### config.mk
export PLATFORM = sky130hd
export DESIGN_NAME = transmit_request_framer_flat
export DESIGN_NICKNAME = d
export VERILOG_FILES = /design/src/hw/rtl/trf_pkg.sv /design/src/hw/rtl/trf_if.sv /design/src/hw/rtl/trf_front.sv /design/src/hw/rtl/trf_queue.sv /design/src/hw/rtl/trf_back.sv /design/src/hw/rtl/transmit_request_framer.sv /design/src/flat_wrapper.sv
export SDC_FILE = /design/constraint.sdc
export NUM_CORES = 1
export LEC_CHECK = 0
export BUFFER_PORTS_ARGS = -buffer_cell sky130_fd_sc_hd__buf_2
export CAP_MARGIN = 20
export CORE_ASPECT_RATIO = 0.9
export CORE_MARGIN = 2
export CORE_UTILIZATION = 55
export DETAILED_ROUTE_END_ITERATION = 8
export PLACE_DENSITY = 0.85
export SLEW_MARGIN = 40
export SYNTH_ARGS = -nofsm -noshare
export SYNTH_HDL_FRONTEND = slang
export SYNTH_SLANG_ARGS = --single-unit
### constraint.sdc
create_clock -name clk -period 12.1 [get_ports clk]
set_clock_uncertainty 0.05 [all_clocks]
set_input_delay 2.42 -clock clk [delete_from_list [all_inputs] [get_ports clk]]
set_output_delay 2.42 -clock clk [all_outputs]
set_load 0.01 [all_outputs]
### src/hw/rtl/trf_pkg.sv
`default_nettype none

package trf_pkg;

  // frame limits
  localparam int MAX_PAYLOAD  = 256;
  localparam int LEN_W        = $clog2(MAX_PAYLOAD + 1);
  localparam int FLEN_W       = 16;
  localparam int LEN_OVERHEAD = 14;

  // channel field widths
  localparam int BYTE_W       = 8;
  localparam int PLEN_W       = 9;

  // configuration port
  localparam int APB_ADDR_W   = 4;
  localparam int APB_DATA_W   = 64;
  localparam logic REG_DEST_ADDRESS = 1'b0;

  // frame constants
  localparam logic [BYTE_W-1:0] START_DELIM = 8'h7E;
  localparam logic [BYTE_W-1:0] TYPE_TX_REQ = 8'h10;
  localparam logic [BYTE_W-1:0] NET16_HI    = 8'hFF;
  localparam logic [BYTE_W-1:0] NET16_LO    = 8'hFE;
  localparam logic [BYTE_W-1:0] RADIUS      = 8'h00;
  localparam logic [BYTE_W-1:0] OPTIONS     = 8'h00;
  localparam logic [BYTE_W-1:0] CSUM_BASE   = 8'hFF;

  // header byte positions
  localparam int HDR_IDX_W = 5;
  localparam logic [HDR_IDX_W-1:0] HDR_START      = 5'd0;
  localparam logic [HDR_IDX_W-1:0] HDR_LEN_HI     = 5'd1;
  localparam logic [HDR_IDX_W-1:0] HDR_LEN_LO     = 5'd2;
  localparam logic [HDR_IDX_W-1:0] HDR_TYPE       = 5'd3;
  localparam logic [HDR_IDX_W-1:0] HDR_FRAME_ID   = 5'd4;
  localparam logic [HDR_IDX_W-1:0] HDR_DEST_FIRST = 5'd5;
  localparam logic [HDR_IDX_W-1:0] HDR_DEST_LAST  = 5'd12;
  localparam logic [HDR_IDX_W-1:0] HDR_NET_HI     = 5'd13;
  localparam logic [HDR_IDX_W-1:0] HDR_NET_LO     = 5'd14;
  localparam logic [HDR_IDX_W-1:0] HDR_RADIUS     = 5'd15;
  localparam logic [HDR_IDX_W-1:0] HDR_OPTIONS    = 5'd16;
  localparam logic [HDR_IDX_W-1:0] HDR_DONE       = 5'd17;

  // queue between front and back
  localparam int QUEUE_DEPTH = 2;
  localparam int QPTR_W      = $clog2(QUEUE_DEPTH);
  localparam int QCNT_W      = $clog2(QUEUE_DEPTH + 1);

  typedef struct packed {
    logic [BYTE_W-1:0] data;
    logic              first;
    logic              last;
    logic [FLEN_W-1:0] flen;
  } queue_entry_t;

  typedef struct packed {
    logic              full;
    logic              empty;
    logic [QCNT_W-1:0] count;
  } queue_status_t;

  typedef enum logic {
    BK_DATA,
    BK_CHECKSUM
  } back_state_t;

endpackage

`default_nettype wire

### src/hw/rtl/trf_if.sv
`default_nettype none

// payload byte channel into the framer
interface trf_in_if;
  logic                         valid;
  logic                         ready;
  logic [trf_pkg::BYTE_W-1:0]   payload_byte;
  logic [trf_pkg::PLEN_W-1:0]   payload_length;

  modport source (output valid, output payload_byte, output payload_length, input ready);
  modport sink   (input valid, input payload_byte, input payload_length, output ready);
endinterface

// frame byte channel out of the framer
interface trf_out_if;
  logic                         valid;
  logic                         ready;
  logic [trf_pkg::BYTE_W-1:0]   frame_byte;
  logic                         frame_end;

  modport source (output valid, output frame_byte, output frame_end, input ready);
  modport sink   (input valid, input frame_byte, input frame_end, output ready);
endinterface

`default_nettype wire

### src/hw/rtl/trf_front.sv
`default_nettype none

module trf_front (
  input  wire logic                   clk,
  input  wire logic                   rst,
  trf_in_if.sink                      req,
  input  trf_pkg::queue_status_t      q_status,
  output logic                        push,
  output trf_pkg::queue_entry_t       push_entry
);
  import trf_pkg::*;

  logic [LEN_W-1:0] bytes_left;
  logic [LEN_W-1:0] bytes_left_next;
  logic [LEN_W-1:0] len_clamped;
  logic             first;

  assign req.ready = !q_status.full;
  assign push      = req.valid && req.ready;
  assign first     = (bytes_left == '0);

  // length clamp: zero counts as one, oversize limited
  always_comb begin
    if (req.payload_length == '0) begin
      len_clamped = LEN_W'(1);
    end else if (32'(req.payload_length) > MAX_PAYLOAD) begin
      len_clamped = LEN_W'(MAX_PAYLOAD);
    end else begin
      len_clamped = LEN_W'(req.payload_length);
    end
  end

  // classify the byte and count down the frame
  always_comb begin
    bytes_left_next  = (first ? len_clamped : bytes_left) - LEN_W'(1);
    push_entry.data  = req.payload_byte;
    push_entry.first = first;
    push_entry.last  = (bytes_left_next == '0);
    push_entry.flen  = FLEN_W'(len_clamped) + FLEN_W'(LEN_OVERHEAD);
  end

  always_ff @(posedge clk) begin
    if (rst) begin
      bytes_left <= '0;
    end else if (push) begin
      bytes_left <= bytes_left_next;
    end
  end

endmodule

`default_nettype wire

### src/hw/rtl/trf_queue.sv
`default_nettype none

module trf_queue (
  input  wire logic                   clk,
  input  wire logic                   rst,
  input  wire logic                   push,
  input  trf_pkg::queue_entry_t       push_entry,
  input  wire logic                   pop,
  output trf_pkg::queue_entry_t       head,
  output trf_pkg::queue_status_t      status
);
  import trf_pkg::*;

  queue_entry_t      entries [QUEUE_DEPTH];
  logic [QPTR_W-1:0] wr_ptr;
  logic [QPTR_W-1:0] rd_ptr;
  logic [QCNT_W-1:0] count;

  assign head         = entries[rd_ptr];
  assign status.count = count;
  assign status.full  = (count == QCNT_W'(QUEUE_DEPTH));
  assign status.empty = (count == '0);

  // entry storage
  always_ff @(posedge clk) begin
    if (push) begin
      entries[wr_ptr] <= push_entry;
    end
  end

  // pointers and fill count
  always_ff @(posedge clk) begin
    if (rst) begin
      wr_ptr <= '0;
      rd_ptr <= '0;
      count  <= '0;
    end else begin
      if (push) begin
        wr_ptr <= (wr_ptr == QPTR_W'(QUEUE_DEPTH - 1)) ? '0 : wr_ptr + QPTR_W'(1);
      end
      if (pop) begin
        rd_ptr <= (rd_ptr == QPTR_W'(QUEUE_DEPTH - 1)) ? '0 : rd_ptr + QPTR_W'(1);
      end
      if (push && !pop) begin
        count <= count + QCNT_W'(1);
      end else if (pop && !push) begin
        count <= count - QCNT_W'(1);
      end
    end
  end

endmodule

`default_nettype wire

### src/hw/rtl/trf_back.sv
`default_nettype none

module trf_back (
  input  wire logic                          clk,
  input  wire logic                          rst,
  input  wire logic [trf_pkg::APB_DATA_W-1:0] dest_address,
  input  trf_pkg::queue_entry_t              head,
  input  trf_pkg::queue_status_t             q_status,
  output logic                               pop,
  trf_out_if.source                          frame
);
  import trf_pkg::*;

  back_state_t          state;
  back_state_t          state_next;
  logic [HDR_IDX_W-1:0] hdr_idx;
  logic [HDR_IDX_W-1:0] hdr_idx_next;
  logic [BYTE_W-1:0]    running_sum;
  logic [BYTE_W-1:0]    running_sum_next;
  logic [BYTE_W-1:0]    frame_counter;
  logic [BYTE_W-1:0]    frame_counter_next;
  logic                 out_valid;
  logic [BYTE_W-1:0]    out_byte;
  logic                 out_end;
  logic                 load;
  logic                 emit;
  logic [BYTE_W-1:0]    emit_byte;
  logic                 emit_end;
  logic [BYTE_W-1:0]    hdr_byte;
  logic [2:0]           dest_sel;

  assign frame.valid      = out_valid;
  assign frame.frame_byte = out_byte;
  assign frame.frame_end  = out_end;
  assign load             = !out_valid || frame.ready;
  assign dest_sel         = 3'(hdr_idx - HDR_DEST_FIRST);

  // header byte at the current position
  always_comb begin
    if (hdr_idx >= HDR_DEST_FIRST && hdr_idx <= HDR_DEST_LAST) begin
      hdr_byte = dest_address[{~dest_sel, 3'b000} +: BYTE_W];
    end else begin
      case (hdr_idx)
        HDR_START:    hdr_byte = START_DELIM;
        HDR_LEN_HI:   hdr_byte = head.flen[FLEN_W-1 -: BYTE_W];
        HDR_LEN_LO:   hdr_byte = head.flen[BYTE_W-1:0];
        HDR_TYPE:     hdr_byte = TYPE_TX_REQ;
        HDR_FRAME_ID: hdr_byte = frame_counter;
        HDR_NET_HI:   hdr_byte = NET16_HI;
        HDR_NET_LO:   hdr_byte = NET16_LO;
        HDR_RADIUS:   hdr_byte = RADIUS;
        HDR_OPTIONS:  hdr_byte = OPTIONS;
        default:      hdr_byte = '0;
      endcase
    end
  end

  // byte sequencer: header, payload, checksum
  always_comb begin
    state_next         = state;
    hdr_idx_next       = hdr_idx;
    running_sum_next   = running_sum;
    frame_counter_next = frame_counter;
    pop                = 1'b0;
    emit               = 1'b0;
    emit_byte          = head.data;
    emit_end           = 1'b0;
    case (state)
      BK_DATA: begin
        if (!q_status.empty && load) begin
          emit = 1'b1;
          if (head.first && hdr_idx != HDR_DONE) begin
            emit_byte    = hdr_byte;
            hdr_idx_next = hdr_idx + HDR_IDX_W'(1);
            if (hdr_idx == HDR_START) begin
              running_sum_next = '0;
            end else if (hdr_idx >= HDR_TYPE) begin
              running_sum_next = running_sum + hdr_byte;
            end
            if (hdr_idx == HDR_FRAME_ID) begin
              frame_counter_next = frame_counter + BYTE_W'(1);
            end
          end else begin
            emit_byte        = head.data;
            running_sum_next = running_sum + head.data;
            hdr_idx_next     = HDR_START;
            pop              = 1'b1;
            if (head.last) begin
              state_next = BK_CHECKSUM;
            end
          end
        end
      end
      BK_CHECKSUM: begin
        if (load) begin
          emit       = 1'b1;
          emit_byte  = CSUM_BASE - running_sum;
          emit_end   = 1'b1;
          state_next = BK_DATA;
        end
      end
      default: begin
        state_next = BK_DATA;
      end
    endcase
  end

  // sequencer state
  always_ff @(posedge clk) begin
    if (rst) begin
      state         <= BK_DATA;
      hdr_idx       <= HDR_START;
      running_sum   <= '0;
      frame_counter <= '0;
    end else begin
      state         <= state_next;
      hdr_idx       <= hdr_idx_next;
      running_sum   <= running_sum_next;
      frame_counter <= frame_counter_next;
    end
  end

  // output register
  always_ff @(posedge clk) begin
    if (rst) begin
      out_valid <= 1'b0;
    end else if (load) begin
      out_valid <= emit;
    end
  end

  always_ff @(posedge clk) begin
    if (load && emit) begin
      out_byte <= emit_byte;
      out_end  <= emit_end;
    end
  end

endmodule

`default_nettype wire

### src/hw/rtl/transmit_request_framer.sv
// Transmit-request framer: wraps payload bytes into radio API transmit-request
// frames. Each transfer on req carries one payload byte; payload_length is taken
// on the first byte of a frame (zero counts as one, values above 256 are
// clamped). The frame channel gives the 17 header bytes ahead of the first
// payload byte, then each payload byte, then the checksum with frame_end set.
// The frame channel moves one byte per cycle while the receiver is ready and the
// sequencer has a byte, through the single byte-wide output register. The input
// side takes a byte every cycle while the two-entry queue in front of the byte
// sequencer has room, so it can stall while a header or checksum goes out.
// dest_address (64 bits, APB address 0) is sampled as the header goes out and
// should be written only between frames. No clearing pass after reset.
`default_nettype none

module transmit_request_framer (
  input  wire logic                               clk,
  input  wire logic                               rst,
  trf_in_if.sink                                  req,
  trf_out_if.source                               frame,
  input  wire logic                               psel,
  input  wire logic                               penable,
  input  wire logic                               pwrite,
  input  wire logic [trf_pkg::APB_ADDR_W-1:0]     paddr,
  input  wire logic [trf_pkg::APB_DATA_W-1:0]     pwdata,
  output logic [trf_pkg::APB_DATA_W-1:0]          prdata,
  output logic                                    pready
);
  import trf_pkg::*;

  logic [APB_DATA_W-1:0] dest_address;
  logic                  reg_sel;
  logic                  push;
  logic                  pop;
  queue_entry_t          push_entry;
  queue_entry_t          head;
  queue_status_t         q_status;

  // configuration register
  assign pready  = 1'b1;
  assign reg_sel = (paddr[APB_ADDR_W-1] == REG_DEST_ADDRESS);
  assign prdata  = reg_sel ? dest_address : '0;

  always_ff @(posedge clk) begin
    if (rst) begin
      dest_address <= '0;
    end else if (psel && penable && pwrite && pready && reg_sel) begin
      dest_address <= pwdata;
    end
  end

  // accept and classify payload bytes
  trf_front u_front (
    .clk        (clk),
    .rst        (rst),
    .req        (req),
    .q_status   (q_status),
    .push       (push),
    .push_entry (push_entry)
  );

  // decoupling queue
  trf_queue u_queue (
    .clk        (clk),
    .rst        (rst),
    .push       (push),
    .push_entry (push_entry),
    .pop        (pop),
    .head       (head),
    .status     (q_status)
  );

  // header, payload and checksum sequencer
  trf_back u_back (
    .clk          (clk),
    .rst          (rst),
    .dest_address (dest_address),
    .head         (head),
    .q_status     (q_status),
    .pop          (pop),
    .frame        (frame)
  );

  // queue never overfills
  assert property (@(posedge clk) disable iff (rst)
    q_status.count <= QCNT_W'(QUEUE_DEPTH))
    else $error("queue count above depth");

  // a full queue holds off the input
  assert property (@(posedge clk) disable iff (rst)
    q_status.full |-> !req.ready)
    else $error("input ready while queue full");

  // nothing is popped from an empty queue
  assert property (@(posedge clk) disable iff (rst)
    pop |-> !q_status.empty)
    else $error("pop from empty queue");

  // a checksum transfer is never followed at once by another frame end
  assert property (@(posedge clk) disable iff (rst)
    (frame.valid && frame.ready && frame.frame_end) |=> !(frame.valid && frame.frame_end))
    else $error("two frame ends in a row");

endmodule

`default_nettype wire

### src/flat_wrapper.sv
// flat-port wrapper written by rule: the top's interface ports become plain ports
module transmit_request_framer_flat import trf_pkg::*;
  (clk, rst, psel, penable, pwrite, paddr, pwdata, prdata, pready, req_valid, req_payload_byte, req_payload_length, req_ready, frame_valid, frame_frame_byte, frame_frame_end, frame_ready);
  trf_in_if req_i ();
  trf_out_if frame_i ();
  input  wire logic clk;
  input  wire logic rst;
  input  wire logic psel;
  input  wire logic penable;
  input  wire logic pwrite;
  input  wire logic [trf_pkg::APB_ADDR_W-1:0] paddr;
  input  wire logic [trf_pkg::APB_DATA_W-1:0] pwdata;
  output logic [trf_pkg::APB_DATA_W-1:0] prdata;
  output logic pready;
  input wire logic [$bits(req_i.valid)-1:0] req_valid;
  input wire logic [$bits(req_i.payload_byte)-1:0] req_payload_byte;
  input wire logic [$bits(req_i.payload_length)-1:0] req_payload_length;
  output wire logic [$bits(req_i.ready)-1:0] req_ready;
  output wire logic [$bits(frame_i.valid)-1:0] frame_valid;
  output wire logic [$bits(frame_i.frame_byte)-1:0] frame_frame_byte;
  output wire logic [$bits(frame_i.frame_end)-1:0] frame_frame_end;
  input wire logic [$bits(frame_i.ready)-1:0] frame_ready;
  assign req_i.valid = req_valid;
  assign req_i.payload_byte = req_payload_byte;
  assign req_i.payload_length = req_payload_length;
  assign req_ready = req_i.ready;
  assign frame_valid = frame_i.valid;
  assign frame_frame_byte = frame_i.frame_byte;
  assign frame_frame_end = frame_i.frame_end;
  assign frame_i.ready = frame_ready;
  transmit_request_framer u_core (.clk(clk), .rst(rst), .req(req_i), .frame(frame_i), .psel(psel), .penable(penable), .pwrite(pwrite), .paddr(paddr), .pwdata(pwdata), .prdata(prdata), .pready(pready));
endmodule
=== Word-level counts from Yosys, hierarchy flattened ===
Memory sizes are Yosys's and may differ from the RTL's. A register that Yosys moved wholly into a read port is not among the register bits.
Cells that the tools add are included.

* Add/subtract/negate cells: 12
* Multipliers: 0
* Div/mod/pow operators: 0
* Magnitude comparators: 4
* Eq/ne operators: 9
* Shifts and indexed selects: 1
* Mux-type cells: 33
* Bitwise logic cells: 3
* Reductions and logical operators: 25

{| class="wikitable"
|+ Operator list
! operator !! count
|-
| 2-to-1 mux 64 bit || 1
|-
| variable part select 64 x 7 -> 8 bit || 1
|-
| 2-to-1 mux 8 bit || 7
|-
| case mux 8 bit (7 select lines) || 1
|-
| logical NOT 9 bit || 3
|-
| 2-to-1 mux 9 bit || 3
|-
| adder 8 bit || 2
|-
| case mux 8 bit (2 select lines) || 1
|-
| 2-to-1 mux 1 bit || 15
|-
| adder 9 x 4 -> 10 bit, second input constant || 1
|-
| == test 5 x 2 -> 1 bit, second input constant || 2
|-
| == test 5 x 4 -> 1 bit, second input constant || 2
|-
| logical AND 1 bit || 10
|-
| > comparator 9 bit, second input constant || 1
|-
| subtractor 9 x 1 -> 9 bit, second input constant || 1
|-
| adder 8 x 1 -> 8 bit, second input constant || 1
|-
| subtractor 8 bit, first input constant || 1
|-
| adder 5 x 1 -> 5 bit, second input constant || 1
|-
| == test 5 x 1 -> 1 bit, second input constant || 1
|-
| == test 5 x 3 -> 1 bit, second input constant || 1
|-
| greater-or-equal comparator 5 x 2 -> 1 bit, second input constant || 1
|-
| greater-or-equal comparator 5 x 3 -> 1 bit, second input constant || 1
|-
| <= comparator 5 x 4 -> 1 bit, second input constant || 1
|-
| logical NOT 1 bit || 5
|-
| 19 further kinds || 23
|}

* Register bits after elaboration: 109
* Latch bits: 0
* RAM bits: 40
* ROM bits: 0
* Input bits: 92
* Output and inout bits: 76
* Logic and storage cells: 100
* Memories: 1

{| class="wikitable"
|+ Memory list
! name !! words !! bits a word !! read ports !! clocked after Yosys merged registers in !! write ports !! RTL line !! text
|-
| u_core.u_queue.entries || 2 || 20 || 1 || 1 || 1 || trf_queue.sv:14 || <nowiki>queue_entry_t entries [QUEUE_DEPTH];</nowiki>
|}

=== Logic depth before layout (Yosys ltp) ===
Gate-level depths: netlist of the first run.

* Depth after elaboration: 8
* Depth in mapped cells: 18

=== Modules after synthesis ===
A second synthesis of the first run with hierarchy kept.

* Cell total of the unflattened synthesis: 945
* Area, all modules: 9,600.5 µm²

{| class="wikitable"
|+ By module, submodules not included
! module !! instances !! cells an instance !! area an instance (µm²) !! sequential area each (µm²)
|-
| transmit_request_framer || 1 || 351 || 3,357.0 || 1,281.2
|-
| trf_back || 1 || 334 || 3,059.2 || 730.7
|-
| trf_queue || 1 || 103 || 2,082.0 || 1,661.6
|-
| trf_front || 1 || 157 || 1,102.3 || 180.2
|}

=== Worst setup path before layout of the first run ===
OpenSTA, ideal clock, no wires.

* Kind: input -> output
* Start point: in paddr[3] in the netlist's numbering
* End point: out prdata[10] in the netlist's numbering
* Data arrival time: 3,072 ps
* Data required time: 9,630 ps
* Path slack: 6,558 ps
* Cell stages on the path: 3
* Cells stage by stage: clkbuf_1 clkbuf_1 nor2b_1

* Longest elaborated chain between the ends: 1

{| class="wikitable"
|+ Ends and longest elaborated chain
! element !! RTL line !! text
|-
| start: declaration || flat_wrapper.sv:11 || <nowiki>input wire logic [trf_pkg::APB_ADDR_W-1:0] paddr;</nowiki>
|-
| 2-to-1 mux 64 bit || transmit_request_framer.sv:40 || <nowiki>assign prdata = reg_sel ? dest_address : '0;</nowiki>
|-
| end: declaration || flat_wrapper.sv:13 || <nowiki>output logic [trf_pkg::APB_DATA_W-1:0] prdata;</nowiki>
|}

Every way passes these cells.

=== Worst setup path after layout of the first run ===
* Start point: in paddr[3] in the netlist's numbering
* End point: out prdata[45] in the netlist's numbering

Same word-level chain as after synthesis.

==> results of run 1 <==
## power breakdown
| group | switching (uW) | leakage (uW) | internal (uW) |
|---|---|---|---|
| sequential | 55.7 | 0.00128 | 607 |
| clock | 199 | 0.000276 | 308 |
| combinational | 396 | 0.00228 | 279 |
| total | 651 | 0.00384 | 1200 |
## state kept, by name (all words and copies together), names as in the netlist, named ones only
register                        flops
u_core.u_queue.count                2
u_core.u_queue.entries             40
u_core.u_back.frame_counter         8
u_core.u_back.frame.valid           1
u_core.dest_address                64
u_core.u_front.bytes_left           9
u_core.u_queue.rd_ptr               1
u_core.u_back.state                 1
u_core.u_back.frame.frame_end       1
u_core.u_back.frame.frame_byte      8
u_core.u_queue.wr_ptr               1
u_core.u_back.hdr_idx               5
u_core.u_back.running_sum           8
## final cells by class
| class | count | share of cell area (%) |
|---|---|---|
| sequential | 150 | 36.4 |
| multi-input combinational | 665 | 45.5 |
| tap | 198 | 2.58 |
| clock buffer | 23 | 4.77 |
| timing repair buffer | 167 | 8.87 |
| clock inverter | 8 | 1.05 |
| inverter | 22 | 0.859 |
## metrics by stage
step	util, %	cell area [sq um]	power, uW	worst slack, ns
finish	65.8	9610	1850	6.35
global route	65.8	9610	1950	6.28
CTS	65.8	9610	1850	6.35
detailed placement	61.9	9050	1340	6.35
global placement	61.7	9020	1310	5.99
floorplan	-	8160	1170	6.56
## path summary, 6_finish.rpt
kind / from / end / slack (ns) / depth (start not counted)
setup / recovery: paddr[3] / prdata[45] / 6.35 / 3
hold / removal: u_core.dest_address[50] / u_core.dest_address[50] / 0.42 / 2
setup reg to reg: u_core.u_back.hdr_idx[0] / u_core.u_back.running_sum[6] / 7.91 / 15
hold reg to reg: u_core.dest_address[50] / u_core.dest_address[50] / 0.42 / 2
## metal layers
metal  GRT usage, %  vias up  share of wire (%)
li1               -     3415                  -
met1           33.4     3400                 43
met2           43.3      227                 48
met3           6.46       33                6.6
met4           9.27        0                2.0
met5              0        -                  0
## critical path: stages
cell and delay [ns]:
buf_4 0.52, nor2b_1 0.14, buf_2 0.18
## logic make-up (layout without fill, tap and decap cells)
group,Yosys count,in the layout,synth area share (%)
buffers and inverters,81,220,3.93
and+or+nand+nor,365,365,22.2
other,2,3,0.0921
adders and majority gates,26,26,4.17
DFF,150,150,42.8
AOI/OAI and AO/OA,183,183,13.7
muxes,54,54,9.25
xor gates and xnor gates,34,34,3.88
## placed cells by master (no fill, tap or decap), drive strengths merged, types with 4 or more instances in the layout
cell type / netlist / routed
buf: 18 / 167
nand2: 160 / 160
dfxtp: 101 / 101
a21oi: 94 / 94
nor2b: 67 / 67
nor2: 54 / 54
edfxtp: 49 / 49
mux2i: 27 / 27
inv: 22 / 25
ha: 24 / 24
xor2: 23 / 23
clkbuf: 41 / 23
o21ai: 21 / 21
mux4: 16 / 16
nor3: 15 / 15
a211oi: 14 / 14
o211ai: 13 / 13
mux2: 11 / 11
xnor2: 11 / 11
nand3: 10 / 10
or3: 9 / 9
nand4: 8 / 8
a22oi: 6 / 6
nand2b: 6 / 6
o21a: 5 / 5
or4: 5 / 5
a2111oi: 5 / 5
and3: 5 / 5
nor4: 5 / 5
o22ai: 4 / 4
a21o: 4 / 4
==> results.cfg, run 1 <==
[status]
status = complete, no violations

[clock_network]
clk_pin_slew_worst_paths_ns = 0.06
cts_setup_buffers = 0
clk_latency_ns = 0.41
cts.path.max_buffers = 2
ctsRootBufferMaster = clkbuf_16
numCtsBuffers = 17
cts_tree = done
cts.sinks = 150
htreeDepth = 4
cts_resized = 0
postCtsHoldBufs = 0

[floorplan]
die_w_microns = 132
rows = 42
start_util_pct = 55.8
dieArea_sq_mm = 0.0158
die_y_microns = 120
io_pins = 168
coreArea_sq_mm = 0.0146

[global_routing]
grtUsageTotal_pct = 26.1
grt_first_pass_wirelength_microns = 33100
grt_pass1_vias = 6880
grt_max_degree = 79
overflow = 0
antenna_found_initial = 0

[timing]
relSlewSlack_pct = 42.7
fin_crit_sh_pct = 47.6
hold_slack_ns = 0.415
rsz0062_at_grt = false
tightest_slew_ns = 0.859
tns_ns = 0
final.min_clock_period_ns = 5.75
setup_viol = 0
fmax_mhz = 174
hold_viol = 0
drv_slew = 0

[synth]
synth_commonest_cells = nand2_1, dfxtp_1, a21oi_1
synthTopCellsByArea = dfxtp_1, edfxtp_1, nand2_1
synth_seq_area_share_pct = 42.8
syn_avg_cell_area_sq_um = 9.11
synth_edf_count = 49
synthesis.area_sq_mm = 0.00816
post-synth-top-count-cell = nand2_1
synth.distinct_cells = 66
async_reset_ff_share_pct = 0
synthFlopType = dfxtp_1
yosysTopAreaCell = dfxtp_1
netlist.area_leader.share_pct = 24.8
synthCells = 895
yosys_warnings = 0
synth-seq-cells = 150

[layout]
finalNonFillerCells = 1233
fin_nets = 1141
drive_gt1_share_pct = 23.6
multi_input_area_sq_mm = 0.00437
regArea_sq_mm = 0.00349
fillers = 1269
area_growth_pct = 17.8
antennaDiodeCount = 0

[worst_setup_path]
crit_type = in -> out
worstPathArrival_ns = 3.28
critPathRequiredTime_ns = 9.63
crit_path_max_fanout = 66
startpoint_type = input port
end_kind = output port

[drt]
ant_nets = 0
drc = 0
drt_iter0_markers = 482
wl_microns = 20500
routedWlPerCell_microns = 16.6
firstDrtPassIters = 5
routed-via-count = 7075
routed_via_density = 5.74

[placed_design]
dp_cells = 1202
io_buffers = 163
gp_congestion = 0.886
hpwl_microns = 14500

[job]
maxCapViolCount = 0

[power]
p_leak_uw = 0.00384
p_per_area_mw_per_mm2 = 192
ir_drop_mv = 0.112

[worst_hold_path]
hold_path.class = reg -> reg
Note: power is estimated with default switching activity, not from simulation.
==> run 2, diff against run 1 <==
ABC_AREA = 1   (was unset)
CORE_UTILIZATION = 50   (was 55)
PLACE_DENSITY = 0.82   (was 0.85)
clock period = 5.2 ns   (was 12.1 ns; I/O delays follow)
==> run 2 against run 1 <==
Compared with the run above:
- the flow now finishes with violations (design-rule violations)
- combinational power increased to 3.3 times the previous value
- setup slack lost 5.0 ns
- design area increased by 2.5%
- register-to-register slack worse by 6.5 ns
- non-clock buffer count rose by 2
- synthesized cell count rose by 23%
- core utilization down 5.1 points
- clock-buffer cell count up 1
- largest cell class unchanged
==> results.cfg, run 2 <==
[clock_network]
ctsRootBufferMaster = clkbuf_16
cts.path.max_buffers = 2
htreeDepth = 4
postCtsHoldBufs = 0
cts.sinks = 150
numCtsBuffers = 17
cts_setup_buffers = 0
cts_resized = 0
cts_tree = done
clk_latency_ns = 0.42
clk_pin_slew_worst_paths_ns = 0.06

[floorplan]
coreArea_sq_mm = 0.0162
die_w_microns = 140
io_pins = 168
dieArea_sq_mm = 0.0177
start_util_pct = 51.3
rows = 44
die_y_microns = 126

[worst_setup_path]
cp_top_family = buffers and inverters
crit_type = reg -> reg
reg2reg_depth = 23
crit_path_max_fanout = 18
path_cells = inv_1 -> ha_1 -> buf_4 -> inv_1 -> a21oi_1 -> o21ai_0 -> nand3_1 -> nand3_1 -> o21ai_0 -> inv_1 -> ha_1 -> inv_1 -> fa_1 -> o21ai_0 -> nand2_1 -> nand2_1 -> a21oi_1 -> nor2_1 -> nor2_1 -> nand2_1 -> nand3_1 -> nand2_1 -> inv_1
cp_slowest_stage_delay_ns = 0.42
worstPathArrival_ns = 4.08
r2r-end = u_core.u_back.running_sum[6]
slowest_stage = dfxtp_1
reg2reg_from = u_core.u_back.hdr_idx[1]
end_kind = flop
crit_buf_inv = 6
critPathRequiredTime_ns = 5.47
startpoint_type = flop
crit_path_frequent_cell = inv_1
regToRegSetupSlack_ns = 1.39

[layout]
top_register = u_core.dest_address
largest_reg_flops = 64
area_growth_pct = 18.3
finalNonFillerCells = 1458
antennaDiodeCount = 0
drive_gt1_share_pct = 21.8
reg_top3 = u_core.dest_address x64, u_core.u_queue.entries x40, u_core.u_front.bytes_left x9
fin_nets = 1356
final_common_cell = buf_2
final_cell_mix = buf_2, inv_1, a21oi_1
fin_area_sq_mm = 0.00985

[synth]
yosys_warnings = 0
syn_avg_cell_area_sq_um = 7.58
async_reset_ff_share_pct = 0
synth_edf_count = 49
netlist.area_leader.share_pct = 24.3
synth_commonest_cells = inv_1, a21oi_1, o21ai_0
synthFlopType = dfxtp_1
yosysTopAreaCell = dfxtp_1
synth-seq-cells = 150
synth.distinct_cells = 54
synthesis.area_sq_mm = 0.00833
synthTopCellsByArea = dfxtp_1, edfxtp_1, a21oi_1
synthCells = 1098
post-synth-top-count-cell = inv_1
synth_seq_area_share_pct = 42.0

[drt]
routed-via-count = 7834
firstDrtPassIters = 9
wl_microns = 21200
routed_via_density = 5.37
drt_iter0_markers = 619
drc = 5
ant_nets = 0
routedWlPerCell_microns = 14.5

[timing]
tns_ns = 0
fmax_mhz = 263
rsz0062_at_grt = false
tightest_slew_ns = 0.698
drv_slew = 0
hold_viol = 0
fin_crit_sh_pct = 73.2
final.min_clock_period_ns = 3.81
setup_viol = 0
relSlewSlack_pct = 53.4

[power]
p_leak_uw = 0.00447
p_per_area_mw_per_mm2 = 509
total_power_uw = 5020
ir_drop_mv = 0.271

[worst_hold_path]
min_delay_path_depth = 1
holdPathEnd = u_core.u_back.frame_counter[7]
hp-start = u_core.u_back.frame_counter[7]
hold_path.class = reg -> reg

[global_routing]
grt_first_pass_wirelength_microns = 34200
antenna_found_initial = 0
grtUsageTotal_pct = 24.0
grt_pass1_vias = 6964
grt_max_degree = 83
overflow = 0

[placed_design]
dp_cells = 1426
io_buffers = 163
gp_congestion = 0.889
placedInstanceArea_sq_mm = 0.00924
hpwl_microns = 15400

[status]
violations = design-rule violations
status = finished with violations

[job]
maxCapViolCount = 0
-- run 2: power breakdown --
part | switching (uW) | leakage, uW | total, uW | internal [uW]
Sequential | 112 | 0.00128 | 1550 | 1430
Combinational | 1490 | 0.00289 | 2230 | 736
Clock | 483 | 0.000300 | 1250 | 762
Total | 2090 | 0.00447 | 5020 | 2930
-- run 2: cell type report --
| cell class | count | area (sq um) |
|---|---|---|
| multi-input combinational | 725 | 3940 |
| sequential | 150 | 3490 |
| clock buffer | 24 | 527 |
| clock inverter | 8 | 82.6 |
| fill | 1463 | 6390 |
| timing repair buffer | 169 | 873 |
| inverter | 175 | 674 |
| tap | 207 | 259 |
-- run 2: logic make-up after synthesis --
group | share of synthesized area, %
flip-flops | 42.0
AO/OA/AOI/OAI | 20.8
adder cells (fa/ha/maj) | 4.09
other | 0.0902
AND/OR/NAND/NOR | 20.7
multiplexers | 0.361
buffers and inverters | 10.8
XOR/XNOR | 1.26
-- run 2: metal layers --
| metal | wire length, microns | global-route usage (%) | up-vias |
|---|---|---|---|
| met4 | 499 | 7.96 | 0 |
| met1 | 9320 | 32.1 | 3562 |
| met2 | 9890 | 38.8 | 314 |
| li1 | - | - | 3918 |
| met5 | 0 | 0 | - |
| met3 | 1450 | 5.36 | 40 |
-- run 2: how the worst max path moves through the flow --
stage	startpoint	endpoint	slack [ns]	cells past startpoint
final	u_core.u_back.hdr_idx[1]	u_core.u_back.running_sum[6]	1.39	23
after global routing	u_core.u_back.hdr_idx[1]	u_core.u_back.running_sum[6]	1.01	23
after CTS	u_core.u_back.hdr_idx[1]	u_core.u_back.running_sum[6]	1.44	23
after detailed placement	u_core.u_back.hdr_idx[1]	u_core.u_back.running_sum[6]	1.45	23
after global placement	u_core.u_back.hdr_idx[1]	u_core.u_back.running_sum[6]	1.53	23
after floorplan	u_core.u_back.hdr_idx[0]	u_core.u_back.running_sum[6]	1.71	27
-- run 2: metrics by stage --
stage               hold WS [ns]  util (%)  setup slack (ns)
finish                     0.410      60.7              1.39
global route               0.430      60.7              1.01
CTS                        0.409      60.6              1.44
detailed placement         0.403      56.9              1.45
global placement           0.396      56.9              1.53
floorplan                  0.379         -              1.71
